**src/design/owbm_pkg.sv**
```systemverilog
package owbm_pkg;

  // Bus operation codes, also used as the request kind of an input beat.
  typedef enum logic [1:0] {
    OP_IDLE  = 2'd0,
    OP_RESET = 2'd1,
    OP_WRITE = 2'd2,
    OP_READ  = 2'd3
  } op_t;

  localparam int unsigned BITS_PER_BYTE = 8;
  localparam int unsigned CFG_WIDTH     = 16;
  localparam int unsigned CFG_COUNT     = 8;
  localparam int unsigned CFG_IDX_WIDTH = 4;

  // Timing register indexes.
  localparam logic [2:0] REG_RESET_LOW      = 3'd0;
  localparam logic [2:0] REG_PRESENCE_WAIT  = 3'd1;
  localparam logic [2:0] REG_RESET_RECOVERY = 3'd2;
  localparam logic [2:0] REG_READ_LOW       = 3'd3;
  localparam logic [2:0] REG_READ_SAMPLE    = 3'd4;
  localparam logic [2:0] REG_READ_REST      = 3'd5;
  localparam logic [2:0] REG_WRITE_LOW      = 3'd6;
  localparam logic [2:0] REG_WRITE_SLOT     = 3'd7;

  typedef logic [CFG_WIDTH-1:0] cfg_word_t;

  // Timing register values after reset, in index order.
  localparam cfg_word_t CFG_RESET [CFG_COUNT] = '{
    16'd480, 16'd90, 16'd390, 16'd2, 16'd15, 16'd45, 16'd5, 16'd90
  };

  // One classified tick as it travels from the front to the sequencer.
  typedef struct packed {
    op_t        req;
    logic [7:0] tx_byte;
    logic       bus_level;
  } tick_item_t;

  // Head of the tick queue as seen by the sequencer.
  typedef struct packed {
    logic       valid;
    tick_item_t item;
  } queue_head_t;

  // One configuration write.
  typedef struct packed {
    logic                     we;
    logic [CFG_IDX_WIDTH-1:0] index;
    cfg_word_t                data;
  } cfg_write_t;

endpackage

```
**src/design/onewire_bus_master_top.sv**
```systemverilog
// 1-Wire bus master driven by a stream of time ticks.
// Input channel: one beat per tick. in_tuser carries the request kind
// (0 tick only, 1 reset with presence detect, 2 write byte, 3 read byte),
// in_tdata the byte to write and the sampled line level.
// Output channel: one beat per input beat with the line drive, busy, done,
// presence, the received byte (on the done tick of a read) and a reject flag
// for a command that arrived while another was running.
// Configuration channel: eight 16-bit slot timing registers; the user must
// write them only while the master is idle; the block does not enforce it.
// cfg_ready is always high. Throughput is one beat per cycle unless the
// receiver stalls; the sequencer advances once per beat. An accepted beat
// passes the two-entry tick queue, then the output register.
// When the receiver stalls, the output register holds its beat, the
// sequencer waits, and in_tready drops once both queue entries are filled.
// Reset returns the line to released, the sequencer to idle, clears the
// queue and loads the default timings.
module onewire_bus_master_top #(
  parameter int unsigned TICK_COUNT_WIDTH = 16
) (
  input  logic        clk,
  input  logic        rst_n,
  input  logic        in_tvalid,
  output logic        in_tready,
  input  logic [1:0]  in_tuser,   // req_type
  input  logic [15:0] in_tdata,   // tx_byte[7:0], bus_level[8], zero fill
  output logic        out_tvalid,
  input  logic        out_tready,
  // pull_low[0], busy_res[1], done_res[2], presence[3], rx_byte[11:4],
  // rejected[12], zero fill
  output logic [15:0] out_tdata,
  input  logic        cfg_valid,
  output logic        cfg_ready,
  input  logic [3:0]  cfg_index,
  input  logic [15:0] cfg_data
);

  owbm_pkg::queue_head_t head;
  owbm_pkg::cfg_write_t  cfg_wr;
  logic                  pop;

  assign cfg_ready    = 1'b1;
  assign cfg_wr.we    = cfg_valid && cfg_ready;
  assign cfg_wr.index = cfg_index;
  assign cfg_wr.data  = cfg_data;

  owbm_front u_front (
    .clk       (clk),
    .rst_n     (rst_n),
    .in_tvalid (in_tvalid),
    .in_tready (in_tready),
    .in_tuser  (in_tuser),
    .in_tdata  (in_tdata),
    .pop       (pop),
    .head      (head)
  );

  owbm_back #(
    .TICK_COUNT_WIDTH (TICK_COUNT_WIDTH)
  ) u_back (
    .clk        (clk),
    .rst_n      (rst_n),
    .head       (head),
    .pop        (pop),
    .cfg_wr     (cfg_wr),
    .out_tvalid (out_tvalid),
    .out_tready (out_tready),
    .out_tdata  (out_tdata)
  );

endmodule

```
**src/design/owbm_front.sv**
```systemverilog
module owbm_front (
  input  logic                 clk,
  input  logic                 rst_n,
  input  logic                 in_tvalid,
  output logic                 in_tready,
  input  logic [1:0]           in_tuser,   // req_type
  input  logic [15:0]          in_tdata,   // tx_byte[7:0], bus_level[8], zero fill
  input  logic                 pop,
  output owbm_pkg::queue_head_t head
);

  localparam int unsigned DEPTH = 2;

  owbm_pkg::tick_item_t queue_r [DEPTH];
  logic                 wr_ptr_r;
  logic                 wr_ptr_nxt;
  logic                 rd_ptr_r;
  logic                 rd_ptr_nxt;
  logic [1:0]           count_r;
  logic [1:0]           count_nxt;
  logic                 push;
  owbm_pkg::tick_item_t item_in;

  // Classify the incoming beat into a request kind and its payload.
  always_comb begin
    item_in.req       = owbm_pkg::op_t'(in_tuser[1:0]);
    item_in.tx_byte   = in_tdata[7:0];
    item_in.bus_level = in_tdata[8];
  end

  assign in_tready = (count_r != 2'(DEPTH));
  assign push      = in_tvalid && in_tready;

  assign head.valid = (count_r != 2'd0);
  assign head.item  = queue_r[rd_ptr_r];

  // Pointer and fill count update.
  always_comb begin
    wr_ptr_nxt = push ? ~wr_ptr_r : wr_ptr_r;
    rd_ptr_nxt = pop  ? ~rd_ptr_r : rd_ptr_r;
    count_nxt  = count_r;
    if (push && !pop) begin
      count_nxt = count_r + 2'd1;
    end else if (pop && !push) begin
      count_nxt = count_r - 2'd1;
    end
  end

  always_ff @(posedge clk) begin
    if (!rst_n) begin
      wr_ptr_r <= 1'b0;
      rd_ptr_r <= 1'b0;
      count_r  <= 2'd0;
    end else begin
      wr_ptr_r <= wr_ptr_nxt;
      rd_ptr_r <= rd_ptr_nxt;
      count_r  <= count_nxt;
    end
  end

  // Queue storage needs no reset.
  always_ff @(posedge clk) begin
    if (push) begin
      queue_r[wr_ptr_r] <= item_in;
    end
  end

endmodule

```
**src/design/owbm_back.sv**
```systemverilog
module owbm_back #(
  parameter int unsigned TICK_COUNT_WIDTH = 16
) (
  input  logic                  clk,
  input  logic                  rst_n,
  input  owbm_pkg::queue_head_t head,
  output logic                  pop,
  input  owbm_pkg::cfg_write_t  cfg_wr,
  output logic                  out_tvalid,
  input  logic                  out_tready,
  output logic [15:0]           out_tdata
);

  localparam int unsigned TW = TICK_COUNT_WIDTH;
  localparam int unsigned LW = (TW > owbm_pkg::CFG_WIDTH) ? TW : owbm_pkg::CFG_WIDTH;

  owbm_pkg::cfg_word_t cfg_r [owbm_pkg::CFG_COUNT];

  owbm_pkg::op_t op_r, op_nxt;
  logic [1:0]    phase_r, phase_nxt;
  logic [TW-1:0] tick_r, tick_nxt;
  logic [2:0]    bit_r, bit_nxt;
  logic [7:0]    shift_r, shift_nxt;
  logic          pres_r, pres_nxt;
  logic          low_r, low_nxt;

  logic          done;
  logic          rej;
  logic [7:0]    rxo;
  logic [TW-1:0] tick_inc;
  owbm_pkg::cfg_word_t len_raw;
  logic [LW-1:0] len_ext;
  logic [LW-1:0] cap_ext;
  logic          last_bit;
  owbm_pkg::tick_item_t it;

  logic          out_valid_r;
  logic [15:0]   out_data_r;
  logic [15:0]   out_data_nxt;

  assign it         = head.item;
  assign pop        = head.valid && (!out_valid_r || out_tready);
  assign out_tvalid = out_valid_r;
  assign out_tdata  = out_data_r;
  assign last_bit   = (bit_r == 3'(owbm_pkg::BITS_PER_BYTE - 1));

  // Length of the running phase, zero taken as one, saturated to the counter.
  always_comb begin
    len_raw = owbm_pkg::cfg_word_t'(1);
    case (op_r)
      owbm_pkg::OP_RESET: begin
        if (phase_r != 2'd3) begin
          len_raw = cfg_r[3'(phase_r)];
        end
      end
      owbm_pkg::OP_READ: begin
        if (phase_r != 2'd3) begin
          len_raw = cfg_r[owbm_pkg::REG_READ_LOW + 3'(phase_r)];
        end
      end
      owbm_pkg::OP_WRITE: begin
        if (phase_r == 2'd0) begin
          len_raw = cfg_r[owbm_pkg::REG_WRITE_LOW];
        end else if (phase_r == 2'd1) begin
          len_raw = cfg_r[owbm_pkg::REG_WRITE_SLOT];
        end
      end
      default: begin
        len_raw = owbm_pkg::cfg_word_t'(1);
      end
    endcase
    if (len_raw == '0) begin
      len_raw = owbm_pkg::cfg_word_t'(1);
    end
    cap_ext = ~(LW'(0)) >> (LW - TW);
    len_ext = LW'(len_raw);
    if (len_ext > cap_ext) begin
      len_ext = cap_ext;
    end
  end

  // Sequencer step for one tick.
  always_comb begin
    op_nxt    = op_r;
    phase_nxt = phase_r;
    tick_nxt  = tick_r;
    bit_nxt   = bit_r;
    shift_nxt = shift_r;
    pres_nxt  = pres_r;
    low_nxt   = low_r;
    done      = 1'b0;
    rej       = 1'b0;
    rxo       = 8'd0;
    tick_inc  = tick_r + TW'(1);

    if (op_r == owbm_pkg::OP_IDLE) begin
      // Idle: a command starts its first phase on this tick.
      if (it.req != owbm_pkg::OP_IDLE) begin
        op_nxt    = it.req;
        phase_nxt = 2'd0;
        tick_nxt  = '0;
        bit_nxt   = 3'd0;
        low_nxt   = 1'b1;
        case (it.req)
          owbm_pkg::OP_WRITE: shift_nxt = it.tx_byte;
          owbm_pkg::OP_READ:  shift_nxt = 8'd0;
          default:            pres_nxt  = 1'b0;
        endcase
      end
    end else begin
      rej      = (it.req != owbm_pkg::OP_IDLE);
      tick_nxt = tick_inc;
      if (LW'(tick_inc) >= len_ext) begin
        tick_nxt = '0;
        case (op_r)
          owbm_pkg::OP_RESET: begin
            if (phase_r == 2'd0) begin
              low_nxt   = 1'b0;
              phase_nxt = 2'd1;
            end else if (phase_r == 2'd1) begin
              pres_nxt  = ~it.bus_level;
              phase_nxt = 2'd2;
            end else begin
              done = 1'b1;
            end
          end
          owbm_pkg::OP_READ: begin
            if (phase_r == 2'd0) begin
              low_nxt   = 1'b0;
              phase_nxt = 2'd1;
            end else if (phase_r == 2'd1) begin
              shift_nxt = {it.bus_level, shift_r[7:1]};
              phase_nxt = 2'd2;
            end else if (phase_r == 2'd2 && !last_bit) begin
              bit_nxt   = bit_r + 3'd1;
              phase_nxt = 2'd0;
              low_nxt   = 1'b1;
            end else begin
              if (phase_r == 2'd2) begin
                rxo = shift_r;
              end
              done = 1'b1;
            end
          end
          default: begin
            // Write slot.
            if (phase_r == 2'd0) begin
              low_nxt   = ~shift_r[0];
              phase_nxt = 2'd1;
            end else if (phase_r == 2'd1) begin
              low_nxt   = 1'b0;
              phase_nxt = 2'd2;
            end else if (phase_r == 2'd2) begin
              shift_nxt = {1'b0, shift_r[7:1]};
              if (last_bit) begin
                done = 1'b1;
              end else begin
                bit_nxt   = bit_r + 3'd1;
                phase_nxt = 2'd0;
                low_nxt   = 1'b1;
              end
            end else begin
              done = 1'b1;
            end
          end
        endcase
        if (done) begin
          op_nxt    = owbm_pkg::OP_IDLE;
          phase_nxt = 2'd0;
          bit_nxt   = 3'd0;
          low_nxt   = 1'b0;
        end
      end
    end

    out_data_nxt = {3'd0, rej, rxo, pres_nxt, done,
                    (op_nxt != owbm_pkg::OP_IDLE), low_nxt};
  end

  // Sequencer state and the output register.
  always_ff @(posedge clk) begin
    if (!rst_n) begin
      op_r        <= owbm_pkg::OP_IDLE;
      phase_r     <= 2'd0;
      tick_r      <= '0;
      bit_r       <= 3'd0;
      shift_r     <= 8'd0;
      pres_r      <= 1'b0;
      low_r       <= 1'b0;
      out_valid_r <= 1'b0;
    end else begin
      if (pop) begin
        op_r    <= op_nxt;
        phase_r <= phase_nxt;
        tick_r  <= tick_nxt;
        bit_r   <= bit_nxt;
        shift_r <= shift_nxt;
        pres_r  <= pres_nxt;
        low_r   <= low_nxt;
      end
      if (pop) begin
        out_valid_r <= 1'b1;
      end else if (out_tready) begin
        out_valid_r <= 1'b0;
      end
    end
  end

  always_ff @(posedge clk) begin
    if (pop) begin
      out_data_r <= out_data_nxt;
    end
  end

  // Timing registers; writes beyond the list are dropped.
  always_ff @(posedge clk) begin
    if (!rst_n) begin
      cfg_r <= owbm_pkg::CFG_RESET;
    end else if (cfg_wr.we && cfg_wr.index < owbm_pkg::CFG_IDX_WIDTH'(owbm_pkg::CFG_COUNT)) begin
      cfg_r[cfg_wr.index[2:0]] <= cfg_wr.data;
    end
  end

endmodule
```
**config.mk**
```make
export PLATFORM = sky130hd
export DESIGN_NAME = onewire_bus_master_top
export DESIGN_NICKNAME = d
export VERILOG_FILES = /design/src/design/owbm_pkg.sv /design/src/design/onewire_bus_master_top.sv /design/src/design/owbm_front.sv /design/src/design/owbm_back.sv
export SDC_FILE = /design/constraint.sdc
export NUM_CORES = 1
export LEC_CHECK = 0
export ABC_AREA = 1
export CAP_MARGIN = 20
export CORE_MARGIN = 2
export CORE_UTILIZATION = 60
export CTS_CLUSTER_DIAMETER = 80
export DETAILED_ROUTE_END_ITERATION = 8
export DONT_BUFFER_PORTS = 1
export MAX_ROUTING_LAYER = met4
export PLACE_DENSITY = 0.84
export RECOVER_POWER = 100
export SLEW_MARGIN = 10
export SYNTH_ARGS = -nofsm -noshare
export SYNTH_HDL_FRONTEND = slang
export SYNTH_HIERARCHICAL = 1
export SYNTH_SLANG_ARGS = --single-unit
```
**constraint.sdc**
```tcl
create_clock -name clk -period 10.3 [get_ports clk]
set_input_delay 1.03 -clock clk [delete_from_list [all_inputs] [get_ports clk]]
set_output_delay 1.03 -clock clk [all_outputs]
set_load 0.02 [all_outputs]
```
==> impl_metrics.yaml <==
outcome:
  outcome: "completed"
clocking:
  clk_latency_ns: 0.52
  tritoncts: "done"
  cts-root-buf: "clkbuf_16"
  cts_sinks: 202
  clk_pin_slew_worst_paths_ns: 0.06
  cts_resized: 0
  clk_path_buf_depth: 3
  cts_buffers: 22
  hold_buffers: 0
  cts_setup_buffers: 0
  htree_num_levels: 1
synth:
  synth.cell_area_um2: 10800
  yosysTopAreaCell: "dfxtp_1"
  synthArstFlopShare: 0
  ys_types: 36
  synth.top_cell.area_share: 0.310
  avgSynthCellArea_um2: 6.91
  synthTopCellsByCount: "nand2_1 (368), inv_1 (210), o21ai_0 (170), dfxtp_1 (167), a21oi_1 (161)"
  dominantRegCellSynth: "dfxtp_1"
  ys_seq_elements: 202
  yosysMostFrequentCell: "nand2_1"
  ys_seq_area_frac: 0.407
  synthTopCellsByArea: "dfxtp_1 (31%), nand2_1 (13%), edfxtp_1 (9.7%)"
  synth-edff-count: 35
  syn_inst: 1563
  synth_warnings: 6
grt:
  gr-total-overflow: 0
  grtUsageTotal: 0.288
  grt_start_max_net_pins: 140
  grt_pass1_vias: 9262
  grt_pass1_wl_um: 45000
  antenna_found_initial: 0
final_layout:
  area_growth_pct: 7.07
  diodes: 0
  drive_gt1_frac: 0.0407
  fin_util: 0.650
  fillers: 1555
  nets: 1576
detailed_routing:
  dr.max_layer_used: "met4"
  wl_per_cell_um: 15.9
  final_antenna_net_count: 0
  dr_wl_met3_um: 2410
  wl_um: 27800
  drt_iter0_markers: 1072
  drc: 0
  vias: 10100
  viasPerCell: 5.74
  wl_met2_um: 12800
  drtPass1Iterations: 6
  wl_met1_um: 11600
die:
  core_area_um2: 17800
  die_h_um: 138
  num_rows: 49
  dieWidth_um: 138
  initial_core_util: 0.607
  die-area_um2: 19100
  ios: 62
sta:
  tns_ns: 0
  hold_viol: 0
  setup_viol: 0
  rsz0062_at_grt: "false"
  maxSlewHeadroom: 0.104
  hold_slack_ns: 0.451
  maxSlewViolCount: 0
  finClkSkew_ns: 0.0235
  worst_pin_slew_ns: 1.34
  fmax_mhz: 141
  period_share: 0.687
  period_needed_ns: 7.08
placement:
  portBuffers: 0
  gp_congestion: 0.875
  dp_hpwl_um: 17000
critical_path:
  r2r_cells: 25
  crit_fanout: 66
  worst_setup_path_start_kind: "flop"
  end_kind: "flop"
  timing.rr.start: "u_back/phase_r[0]$_SDFFE_PN0P_"
  criticalPathCategory: "flop to flop"
  timing.reg2reg.setup_slack_ns: 3.22
  setup.worst_path.start: "u_back/phase_r[0]$_SDFFE_PN0P_"
  rr_endpoint: "u_back/tick_r[12]$_SDFFE_PN0P_"
  cp.required_ns: 10.72
  worstPathArrival_ns: 7.50
power:
  power.density_nw_per_um2: 246
  ir_worst_vdd_uv: 224
  cellLeakagePower_nw: 5.13
worst_hold_path:
  hold_class: "flop to flop"
  hold_depth: 2
  hold_start: "u_back/cfg_r[61]$_SDFFE_PN0P_"
  whs_endpoint: "u_back/cfg_r[61]$_SDFFE_PN0P_"
job:
  drv_cap: 0
## logic make-up (layout without fill, tap and decap cells)
logic type | count (synthesis) | in the layout | share of synthesized area
mux | 11 | 11 | 0.0150
fa+ha+maj | 25 | 25 | 0.0290
simple gates | 627 | 627 | 0.238
other cells | 2 | 4 | 0.000696
flops | 202 | 202 | 0.407
compound gates | 377 | 377 | 0.183
xor+xnor | 13 | 13 | 0.0105
buf+inv | 306 | 265 | 0.116
## placed cells by master, fill, tap and decap left out, types with 5 or more instances in the layout
cell type	count
nand2_1	370
inv_1	212
o21ai_0	170
dfxtp_1	167
a21oi_1	161
nand3_1	140
nor2_1	101
edfxtp_1	35
ha_1	25
clkbuf_16	22
o211ai_1	19
o22ai_1	17
xor2_1	13
nor3_1	9
mux2_4	9
clkbuf_8	7
buf_4	7
bufinv_16	5
## per-layer routing
layer	global-route usage	vias to the layer above
li1	-	4956
met1	0.374	4564
met2	0.462	450
met3	0.0402	84
met4	0.110	0
met5	-	-
## worst max path at each step
stage | to | depth (start not counted)
global route | u_back/tick_r[12]$_SDFFE_PN0P_ | 26
floorplan | u_back/shift_r[7]$_SDFFE_PN0P_ | 31
CTS | u_back/shift_r[0]$_SDFFE_PN0P_ | 26
global placement | u_back/shift_r[6]$_SDFFE_PN0P_ | 25
detailed placement | u_back/shift_r[6]$_SDFFE_PN0P_ | 25
finish | u_back/tick_r[12]$_SDFFE_PN0P_ | 25
## sequential cells by signal, summed over array words and instances, names as in the netlist, named ones only
name,cells
u_front/wr_ptr_r,1
u_back/shift_r,8
u_front/queue_r,22
u_back/low_r,1
u_back/out_tvalid,1
u_back/op_r,2
u_back/tick_r,16
u_front/rd_ptr_r,1
u_back/out_tdata,13
u_front/count_r,2
u_back/pres_r,1
u_back/cfg_r,128
u_back/bit_r,3
u_back/phase_r,2
## worst max-delay path, cell delays in order, from the launching register on
cell	delay (ns)
dfxtp_1	1.19
clkinv_1	0.20
buf_4	0.44
ha_1	0.34
inv_1	0.97
nand2_1	0.89
o22ai_1	0.33
nand2_1	0.08
nand3_1	0.24
nor2_1	0.09
nand2_1	0.08
nor2_1	0.04
nand2_1	0.05
nand2_1	0.05
ha_1	0.27
nand2_1	0.06
nor2_1	0.04
nor2_1	0.09
nand2_1	0.06
nand2_1	0.05
nand2_1	0.09
nand2_1	0.13
nand3_1	0.12
nor2_1	0.81
nand2_1	0.11
a21oi_1	0.18
## where the power goes
| group | total [mW] | internal [mW] | switching, mW | leakage (nW) |
|---|---|---|---|---|
| Sequential | 0.995 | 0.899 | 0.0953 | 1.69 |
| Clock | 0.894 | 0.569 | 0.324 | 0.414 |
| Combinational | 0.955 | 0.289 | 0.666 | 3.02 |
| Total | 2.84 | 1.76 | 1.09 | 5.13 |
## cell type report
class | instances | area (um^2) | share of cell area
clock inverters | 10 | 193 | 0.0167
inverters | 217 | 816 | 0.0706
flip-flops and latches | 202 | 4390 | 0.380
multi-input cells | 1057 | 5140 | 0.445
well taps | 229 | 287 | 0.0248
clock buffers | 30 | 651 | 0.0563
repair buffers | 8 | 80.1 | 0.00693
## through the flow
step                      power (mW)  setup WS (ns)  cell area [um^2]  std cells
final                           2.84           3.22             11600       1753
after global routing            3.00           2.54             11600       1753
after CTS                       2.83           4.97             11600       1752
after detailed placement        1.93           5.05             10700       1712
after global placement          1.91           5.11             10700       1712
after floorplan                 1.76           6.67             10800       1565
Power figures use the tool's default switching activity.
